### config.mk
export PLATFORM = sky130hd
export DESIGN_NAME = stfl_ctrl
export DESIGN_NICKNAME = d
export VERILOG_FILES = /design/src/rtl/stfl_pkg.sv /design/src/rtl/stfl_ctrl.sv
export SDC_FILE = /design/constraint.sdc
export NUM_CORES = 1
export LEC_CHECK = 0
export ABC_AREA = 0
export BUFFER_PORTS_ARGS = -buffer_cell sky130_fd_sc_hd__buf_2
export CAP_MARGIN = 20
export CORE_AREA = 2 2 39 41
export DETAILED_ROUTE_END_ITERATION = 10
export DIE_AREA = 0 0 41 43
export PLACE_DENSITY = 0.51
export SLEW_MARGIN = 0
export SYNTH_ARGS = -nofsm -noshare
export SYNTH_HDL_FRONTEND = slang
export SYNTH_SLANG_ARGS = --single-unit
### constraint.sdc
create_clock -name clock -period 1.4 [get_ports clock]
set_clock_uncertainty 0.15 [all_clocks]
set_input_delay 0.28 -clock clock [delete_from_list [all_inputs] [get_ports clock]]
set_output_delay 0.28 -clock clock [all_outputs]
set_load 0.02 [all_outputs]
### src/rtl/stfl_pkg.sv
// ----------------------------------------------------------------------------
// stfl_pkg
// Shared types and constants for the sorted table floor lookup block.
// ----------------------------------------------------------------------------
package stfl_pkg;

   localparam int TABLE_DEPTH   = 1024;
   localparam int IDX_W         = $clog2(TABLE_DEPTH);
   localparam int CNT_W         = $clog2(TABLE_DEPTH + 1);
   localparam int DATA_W        = 64;
   localparam int FOUND_INDEX_W = 10;

   typedef enum logic [1:0] {
      OP_APPEND    = 2'd0,
      OP_CLEAR     = 2'd1,
      OP_BY_TIME   = 2'd2,
      OP_BY_OFFSET = 2'd3
   } op_type;

   typedef enum logic [1:0] {
      ST_OK    = 2'd0,
      ST_EMPTY = 2'd1,
      ST_FULL  = 2'd2
   } status_type;

   typedef enum logic [2:0] {
      S_IDLE,
      S_CHK_FIRST,
      S_CHK_LAST,
      S_STEP,
      S_FINISH
   } state_type;

   typedef struct packed {
      logic accept;
      logic chk_first;
      logic chk_last;
      logic step;
      logic load;
   } cmd_type;

   typedef struct packed {
      logic lookup_go;
      logic first_hit;
      logic last_hit;
      logic search_more;
   } stat_type;

endpackage

### src/rtl/stfl_ctrl.sv
// ----------------------------------------------------------------------------
// stfl_ctrl
// Sequencer: accept, clamp checks, halving steps and result hand-off.
// ----------------------------------------------------------------------------
module stfl_ctrl
   import stfl_pkg::*;
(
   input  logic     clock,
   input  logic     reset,
   input  logic     req_valid,
   output logic     req_ready,
   output logic     rsp_valid,
   input  logic     rsp_ready,
   input  stat_type stat,
   output cmd_type  cmd
);

   state_type state_ff, state_in;
   logic      rsp_valid_ff, rsp_valid_in;
   logic      out_free;

   assign out_free = !rsp_valid_ff || rsp_ready;

   always_ff @(posedge clock) begin
      if (reset) begin
         state_ff     <= S_IDLE;
         rsp_valid_ff <= 1'b0;
      end else begin
         state_ff     <= state_in;
         rsp_valid_ff <= rsp_valid_in;
      end
   end

   always_comb begin
      state_in  = state_ff;
      cmd       = '0;
      req_ready = 1'b0;
      case (state_ff)
         S_IDLE: begin
            req_ready = 1'b1;
            if (req_valid) begin
               cmd.accept = 1'b1;
               state_in   = stat.lookup_go ? S_CHK_FIRST : S_FINISH;
            end
         end
         S_CHK_FIRST: begin
            cmd.chk_first = 1'b1;
            state_in      = stat.first_hit ? S_FINISH : S_CHK_LAST;
         end
         S_CHK_LAST: begin
            cmd.chk_last = 1'b1;
            if (!stat.last_hit && stat.search_more) begin
               state_in = S_STEP;
            end else begin
               state_in = S_FINISH;
            end
         end
         S_STEP: begin
            cmd.step = 1'b1;
            state_in = stat.search_more ? S_STEP : S_FINISH;
         end
         S_FINISH: begin
            if (out_free) begin
               cmd.load = 1'b1;
               state_in = S_IDLE;
            end
         end
         default: begin
            state_in = S_IDLE;
         end
      endcase
   end

   always_comb begin
      rsp_valid_in = rsp_valid_ff;
      if (cmd.load) begin
         rsp_valid_in = 1'b1;
      end else if (rsp_ready) begin
         rsp_valid_in = 1'b0;
      end
   end

   assign rsp_valid = rsp_valid_ff;

endmodule

[Word-level counts from Yosys, hierarchy flattened]
Cells that the tools add are included.
Storage, ports and cells
  logic and storage cells: 32
  flip-flop bits (word level): 4
  input bits: 8
Cells by class
  equality and inequality tests: 6
  reductions and logical operators: 7
  muxes and demuxes: 17
Operators by type and width (count)
  $mux W3: 6
  $pmux W3 S5: 1
  $mux W1: 10
  $eq A3 B2 Y1 const B: 2
  $ne A2 B2 Y1 const B: 2
  $eq A3 B1 Y1 const B: 1
  $eq A3 B3 Y1 const B: 1
  $logic_not A3 Y1: 1
  $logic_not A1 Y1: 2
  $reduce_and A2 Y1: 1
  $reduce_bool A2 Y1: 1
  $logic_and A1 B1 Y1: 1
  $logic_or A1 B1 Y1: 1

[Depth between registers and ports, before layout]
Gate-level depths: netlist (run 1).
  depth after elaboration: 5
  depth in mapped cells: 5
  mapped depth without buffers: 4

[Worst setup path before layout (run 1)]
Ideal clock, no wire load.
  path kind: register -> output
  from: register state_ff[0]
  to: output cmd[4] (netlist bit)
  setup slack: -0.325 ns
  required time: 0.970 ns
  cell stages (with the launch flop): 4
  buffers on the path: 1
  arrival: 1.295 ns
  cells stage by stage: dfxtp_1 > buf_4 > nor3_1 > and2_1
RTL lines
  from (decl): RTL line stfl_ctrl.sv:18  | state_type state_ff, state_in;
  from (signal assigned): RTL line stfl_ctrl.sv:29  | state_ff <= state_in;
  to (decl): RTL line stfl_ctrl.sv:15  | output cmd_type cmd

==> qor.csv, run 1 <==
stage,metric,value,unit
logic_synthesis,Cell variety after synth,16,
sta,post-route clock period utilization,1.08,
die,Core Area,1380,sq um
logic_synthesis,part of the Yosys area used for sequential elements,0.320,
routing,first drt pass iteration count,4,
cts,Clock Sink Count,4,
logic_synthesis,main combinational cell family by area after synthesis,simple AND/OR/NAND/NOR gates,
global_route,pin count of the biggest net entering global routing,9,
logic_synthesis,synthesized net count,43,
placed_design,placed wire-length estimate,475,um
final_layout,"Net count, final",63,
logic_synthesis,share of cell area taken by muxes after synthesis,0,
logic_synthesis,Post-Syn Area,250,sq um
die,effective utilization at floorplan,0.181,
global_route,total global routing overflow,0,
logic_synthesis,share of the synthesized area in the top cell type,0.320,
setup_path,data arrival time of the critical path,1.08,ns
die,height of the chip,43,um
power,Peak VDD IR,243,uV
sta,transition time at the pin with the least slew margin,0.163,ns
setup_path,Worst setup SP type,flip-flop,
logic_synthesis,yosys warns,0,
logic_synthesis,flop and latch count out of synthesis,4,
global_route,global routing usage summed across all routing layers,0.0945,
routing,DRC violation count after routing,0,
final_layout,share of cells above drive strength 1,0.566,
routing,antenna violation net count after detailed routing,0,
power,overall power of the completed layout,0.372,mW
setup_path,CP Capture Type,output port,
die,horizontal extent of the die,41,um
global_route,first-pass GRT wire length,1060,um
final_layout,Layout Area Growth over Synthesis,73.0,%
logic_synthesis,ranking of synthesized cells by area,"sky130_fd_sc_hd__dfxtp_1 32%, sky130_fd_sc_hd__nor2_1 9.0%, sky130_fd_sc_hd__a21oi_1 8.0%",
sta,min Tclk post-route,1.51,ns
sta,max-slew violation total from the final report,0,
power,areal power density over the cells,859,nW/um^2
cts,TritonCTS clock tree,built,
status,status,"complete, but fails checks",
logic_synthesis,gate count after technology mapping,35,
cts,TritonCTS buffer count,3,
logic_synthesis,fraction of the mapped netlist area in adder cells,0,
sta,Max Clk Rate,664,MHz
hold_path,Tightest Hold Check Type,in -> reg,
cts,clock slew at the register clock pins of the worst setup and hold paths,0.04,ns
routing,wire length after detailed routing,659,um
die,io pins,15,
setup_path,Worst Path Required,0.97,ns
logic_synthesis,"synthesized-area fraction occupied by ao, oa, aoi and oai cells",0.225,
sta,count of final setup violators,5,
sta,endpoints failing hold,0,
routing,average detailed-routed wire length per instance,9.55,um
die,Total Die Area,1760,sq um
setup_path,crit path max fanout,7,
routing,initial detailed-routing violation count,4,
cts,clock insertion delay at the later pin of the skew report,0.23,ns
flow_run,count of maximum capacitance violations,0,
sta,setup repair after global routing missed its margin,true,
status,violations in the final reports,setup timing,
cts,worst-case clock buffer depth,2,
logic_synthesis,post-synthesis share of cell area spent on xor and xnor gates,0,
cts,CTS Hold Bufs,0,
die,count of standard-cell rows,14,
routing,routed via count divided by cell count,4.38,
power,Static Leakage,0.194,nW
placed_design,routability cong.,0.628,
cts,clock root buffer,sky130_fd_sc_hd__clkbuf_4,
final_layout,final design utilization,0.313,
logic_synthesis,average cell area after synthesis,7.15,sq um
global_route,number of antenna violations at the first check in global routing,0,
setup_path,Critical Setup Path Class,reg -> out,
routing,vias,302,
logic_synthesis,area share of and/or/nand/nor cells after synthesis,0.350,
sta,Slew headroom,0.890,
global_route,vias in the first global route,268,
final_layout,Ant. Diodes,0,
sta,worst-case setup margin in the final layout,-0.107,ns
placed_design,buffers added on ports,14,
logic_synthesis,leading area contributor after synthesis,sky130_fd_sc_hd__dfxtp_1,
cts,H-tree lvl count,1,
state kept, by name (all words and copies together) (netlist names):
register / count
rsp_valid: 1
state_ff: 3
cells by family (layout without fill, tap and decap cells):
kind of cell           after synthesis  in the layout
AND/OR/NAND/NOR                     18             18
AO/OA/AOI/OAI                        8              8
flip-flops                           4              4
buffers and inverters                5             23
worst max-delay path, cell delays in order (launching register included):
cell                      delay (ns)
sky130_fd_sc_hd__dfxtp_4        0.36
sky130_fd_sc_hd__buf_6          0.12
sky130_fd_sc_hd__nor3_4         0.11
sky130_fd_sc_hd__and2_4         0.16
sky130_fd_sc_hd__buf_6          0.10
power by group:
part	total, mW	internal [mW]	switching (mW)
clock	0.140	0.0957	0.0444
sequential	0.131	0.119	0.0125
combinational	0.101	0.0527	0.0479
total	0.372	0.267	0.105
through the flow:
step	TNS [ns]	area (sq um)	worst slack (ns)	hold WS, ns	std cells
6_report	-0.213	433	-0.107	0.113	69
5_1_grt	-0.593	433	-0.165	0.105	69
4_1_cts	-0.266	423	-0.110	0.109	69
3_5_place_dp	0	349	0.0227	0.356	64
3_3_place_gp	0	349	0.0309	0.355	64
2_1_floorplan	-0.0284	267	-0.0284	0.199	35
final cells by class:
class / instances / area (sq um)
clock buffers: 3 / 22.5
fillers: 166 / 951
inverters: 3 / 11.3
multi-input cells: 26 / 175
flip-flops and latches: 4 / 91.3
well taps: 16 / 20.0
repair buffers: 17 / 113
layer usage:
metal | routed length [um] | global-route usage | share of wire | vias to the layer above
met5 | 0 | 0 | 0 | -
met2 | 353 | 0.141 | 0.54 | 11
met1 | 274 | 0.0903 | 0.42 | 135
li1 | - | - | - | 156
met4 | 0 | 0.0600 | 0 | 0
met3 | 31 | 0.0628 | 0.047 | 0
cells in the final DEF (no fill, tap or decap):
| master | netlist | layout |
|---|---|---|
| sky130_fd_sc_hd__dfxtp_4 | 0 | 3 |
| sky130_fd_sc_hd__and3_1 | 1 | 1 |
| sky130_fd_sc_hd__a31oi_1 | 1 | 1 |
| sky130_fd_sc_hd__nor3_1 | 4 | 2 |
| sky130_fd_sc_hd__nor2b_1 | 1 | 1 |
| sky130_fd_sc_hd__nor2_2 | 0 | 2 |
| sky130_fd_sc_hd__or3_1 | 1 | 1 |
| sky130_fd_sc_hd__and2_4 | 0 | 1 |
| sky130_fd_sc_hd__buf_2 | 0 | 9 |
| sky130_fd_sc_hd__buf_4 | 2 | 6 |
| sky130_fd_sc_hd__o21ai_0 | 1 | 1 |
| sky130_fd_sc_hd__buf_6 | 0 | 2 |
| sky130_fd_sc_hd__nand2b_4 | 0 | 1 |
| sky130_fd_sc_hd__nor2_1 | 6 | 4 |
| sky130_fd_sc_hd__dfxtp_1 | 4 | 1 |
| sky130_fd_sc_hd__nand2b_1 | 2 | 1 |
| sky130_fd_sc_hd__clkbuf_4 | 0 | 3 |
| sky130_fd_sc_hd__nand2_1 | 2 | 2 |
| sky130_fd_sc_hd__nor3_2 | 0 | 1 |
| sky130_fd_sc_hd__o22a_1 | 1 | 1 |
| sky130_fd_sc_hd__nor3_4 | 0 | 1 |
| sky130_fd_sc_hd__a21oi_1 | 4 | 4 |
| sky130_fd_sc_hd__o32ai_2 | 1 | 1 |
| sky130_fd_sc_hd__inv_1 | 3 | 3 |
synth_stat cells:
library cell and instances:
sky130_fd_sc_hd__nand2_1 2, sky130_fd_sc_hd__nor3_1 4, sky130_fd_sc_hd__or3_1 1, sky130_fd_sc_hd__nor2b_1 1, sky130_fd_sc_hd__a21oi_1 4, sky130_fd_sc_hd__o21ai_0 1, sky130_fd_sc_hd__buf_4 2, sky130_fd_sc_hd__dfxtp_1 4
sky130_fd_sc_hd__nor2_1 6, sky130_fd_sc_hd__and2_1 1, sky130_fd_sc_hd__and3_1 1, sky130_fd_sc_hd__a31oi_1 1, sky130_fd_sc_hd__o22a_1 1, sky130_fd_sc_hd__inv_1 3, sky130_fd_sc_hd__nand2b_1 2, sky130_fd_sc_hd__o32ai_2 1
path summary, 6_finish.rpt:
kind                from     endpoint  slack [ns]  cells past startpoint
max          state_ff[1]       cmd[4]       -0.11                      4
min                reset    rsp_valid        0.11                      2
max reg2reg  state_ff[2]  state_ff[2]        0.12                      3
min reg2reg    rsp_valid    rsp_valid        0.38                      2
repair_timing:
| item | CTS | global route |
|---|---|---|
| gates resized for setup | 13 | 4 |
| pin swaps | 2 | 0 |
| setup endpoints to repair | 6 | 6 |
| gates cloned | 0 | 0 |
| setup buffers | 2 | 0 |
Power figures use the tool's default switching activity.
==> inputs of run 2 (changes only) <==
Settings changed: SKIP_CTS_REPAIR_TIMING from default to 1.
==> qor.csv, run 2 (synthesis gave the netlist of run 1 again) <==
stage,metric,value,unit
power,Peak VDD IR,240,uV
sta,Final TNS setup,-0.273,ns
sta,max-slew violation total from the final report,0,
global_route,total global routing overflow,0,
final_layout,"most common cell after layout, fill and taps aside",sky130_fd_sc_hd__buf_2,
final_layout,"Net count, final",65,
setup_path,sequence of cells on the critical path,buf_6 > nor3_4 > and2_4 > buf_6,
hold_path,Tightest Hold Check Type,in -> reg,
die,effective utilization at floorplan,0.181,
cts,H-tree lvl count,1,
final_layout,flip-flop count of the largest register after layout,3,
setup_path,Worst Path Required,0.97,ns
die,horizontal extent of the die,41,um
sta,Max Clk Rate,661,MHz
routing,initial detailed-routing violation count,6,
hold_path,hold path cells,2,
sta,transition time at the pin with the least slew margin,0.172,ns
routing,met2 wire length,344,um
placed_design,cell area after placement,349,sq um
routing,routed via count divided by cell count,4.31,
status,status,"complete, but fails checks",
sta,worst-case setup margin in the final layout,-0.114,ns
hold_path,worst-case hold path end point,rsp_valid,
cts,worst-case clock buffer depth,2,
status,violations in the final reports,setup timing,
global_route,pin count of the biggest net entering global routing,9,
final_layout,share of cells above drive strength 1,0.600,
hold_path,source of the worst hold timing path,reset,
routing,vias,306,
final_layout,Post-Layout Inst Area,470,sq um
sta,setup repair after global routing missed its margin,true,
power,areal power density over the cells,825,nW/um^2
die,Core Area,1380,sq um
setup_path,worst setup path startpoint,state_ff[1],
routing,uppermost signal routing layer after detailed routing,met3,
setup_path,capture instance of the worst register-to-register path,state_ff[2],
cts,TritonCTS clock tree,built,
global_route,number of antenna violations at the first check in global routing,0,
routing,first drt pass iteration count,2,
global_route,global routing usage summed across all routing layers,0.0914,
sta,endpoints failing hold,0,
global_route,vias in the first global route,260,
sta,Slew headroom,0.885,
final_layout,final non-filler cell total,71,
final_layout,FILL cells,161,
sta,count of final setup violators,5,
power,Static Leakage,0.213,nW
die,io pins,15,
placed_design,buffers added on ports,14,
cts,TritonCTS buffer count,3,
setup_path,Critical Setup Path Class,reg -> out,
final_layout,final design utilization,0.340,
setup_path,number of cells on the worst reg-to-reg path,6,
placed_design,placed wire-length estimate,475,um
setup_path,biggest cell delay along the critical path,0.35,ns
setup_path,crit path max fanout,4,
setup_path,cell repeated most along the worst path,sky130_fd_sc_hd__buf_6,
routing,antenna violation net count after detailed routing,0,
routing,average detailed-routed wire length per instance,9.13,um
final_layout,"commonest cells after routing, fill and taps aside","8 x sky130_fd_sc_hd__buf_2, 6 x sky130_fd_sc_hd__buf_4, 4 x sky130_fd_sc_hd__nor2_1, 4 x sky130_fd_sc_hd__a21oi_1, 4 x sky130_fd_sc_hd__buf_6",
placed_design,routability cong.,0.628,
global_route,first-pass GRT wire length,1040,um
final_layout,Reg with most FFs,state_ff,
routing,wire length on met3,29,um
setup_path,r2r setup slk,0.11,ns
setup_path,worst reg2reg startpoint,state_ff[2],
cts,clock insertion delay at the later pin of the skew report,0.23,ns
routing,DRC violation count after routing,0,
cts,clock root buffer,sky130_fd_sc_hd__clkbuf_4,
setup_path,Worst setup SP type,flip-flop,
final_layout,Layout Area Growth over Synthesis,88.0,%
die,height of the chip,43,um
setup_path,data arrival time of the critical path,1.08,ns
sta,post-route clock period utilization,1.08,
setup_path,CP Capture Type,output port,
final_layout,Ant. Diodes,0,
routing,total routed wire length on the met1 layer,274,um
placed_design,Placed Cells,64,
setup_path,cell with the largest stage delay on the worst path,sky130_fd_sc_hd__dfxtp_4,
sta,min Tclk post-route,1.51,ns
flow_run,count of maximum capacitance violations,0,
die,count of standard-cell rows,14,
die,Total Die Area,1760,sq um
cts,clock slew at the register clock pins of the worst setup and hold paths,0.04,ns
cts,Clock Sink Count,4,
routing,wire length after detailed routing,648,um
[run 2: changes by cell type in the layout (fill, tap and decap cells not counted), sizes merged]
| cell | delta |
|---|---|
| buf | +2 |
[run 2: layout make-up]
| cell class | count | area (sq um) | share of cell area |
|---|---|---|---|
| clock buffers | 3 | 22.5 | 0.0479 |
| multi-input cells | 26 | 175 | 0.372 |
| repair buffers | 19 | 150 | 0.319 |
| inverters | 3 | 11.3 | 0.0239 |
| flip-flops and latches | 4 | 91.3 | 0.194 |
| well taps | 16 | 20.0 | 0.0426 |
[run 2: metal layers]
| layer | track usage | up-vias |
|---|---|---|
| li1 | - | 159 |
| met1 | 0.0997 | 138 |
| met2 | 0.122 | 9 |
| met3 | 0.0628 | 0 |
| met4 | 0.0600 | 0 |
| met5 | 0 | - |
[run 2: worst max-delay path, delay by kind of cell, from the launching register on]
kind / cells / cell delay, ns
DFF: 1 / 0.35
buffers and inverters: 2 / 0.21
and+or+nand+nor: 2 / 0.29
[run 2: how the worst max path moves through the flow]
stage                     endpoint  slack [ns]
after global placement      cmd[0]        0.03
after floorplan             cmd[4]       -0.03
after detailed placement    cmd[0]        0.02
after CTS                   cmd[0]       -0.23
final                       cmd[4]       -0.11
after global routing        cmd[4]       -0.18
[run 2: power breakdown]
part           internal (mW)  switching [mW]
combinational         0.0667          0.0536
clock                 0.0957          0.0441
sequential             0.118         0.00975
total                  0.281           0.107
[run 2: metrics by stage]
step | setup slack [ns] | hold slack [ns] | power (mW)
4_1_cts | -0.232 | 0.109 | 0.364
3_5_place_dp | 0.0227 | 0.356 | 0.217
3_3_place_gp | 0.0309 | 0.355 | 0.216
2_1_floorplan | -0.0284 | 0.199 | 0.191
6_report | -0.114 | 0.117 | 0.388
5_1_grt | -0.177 | 0.107 | 0.423
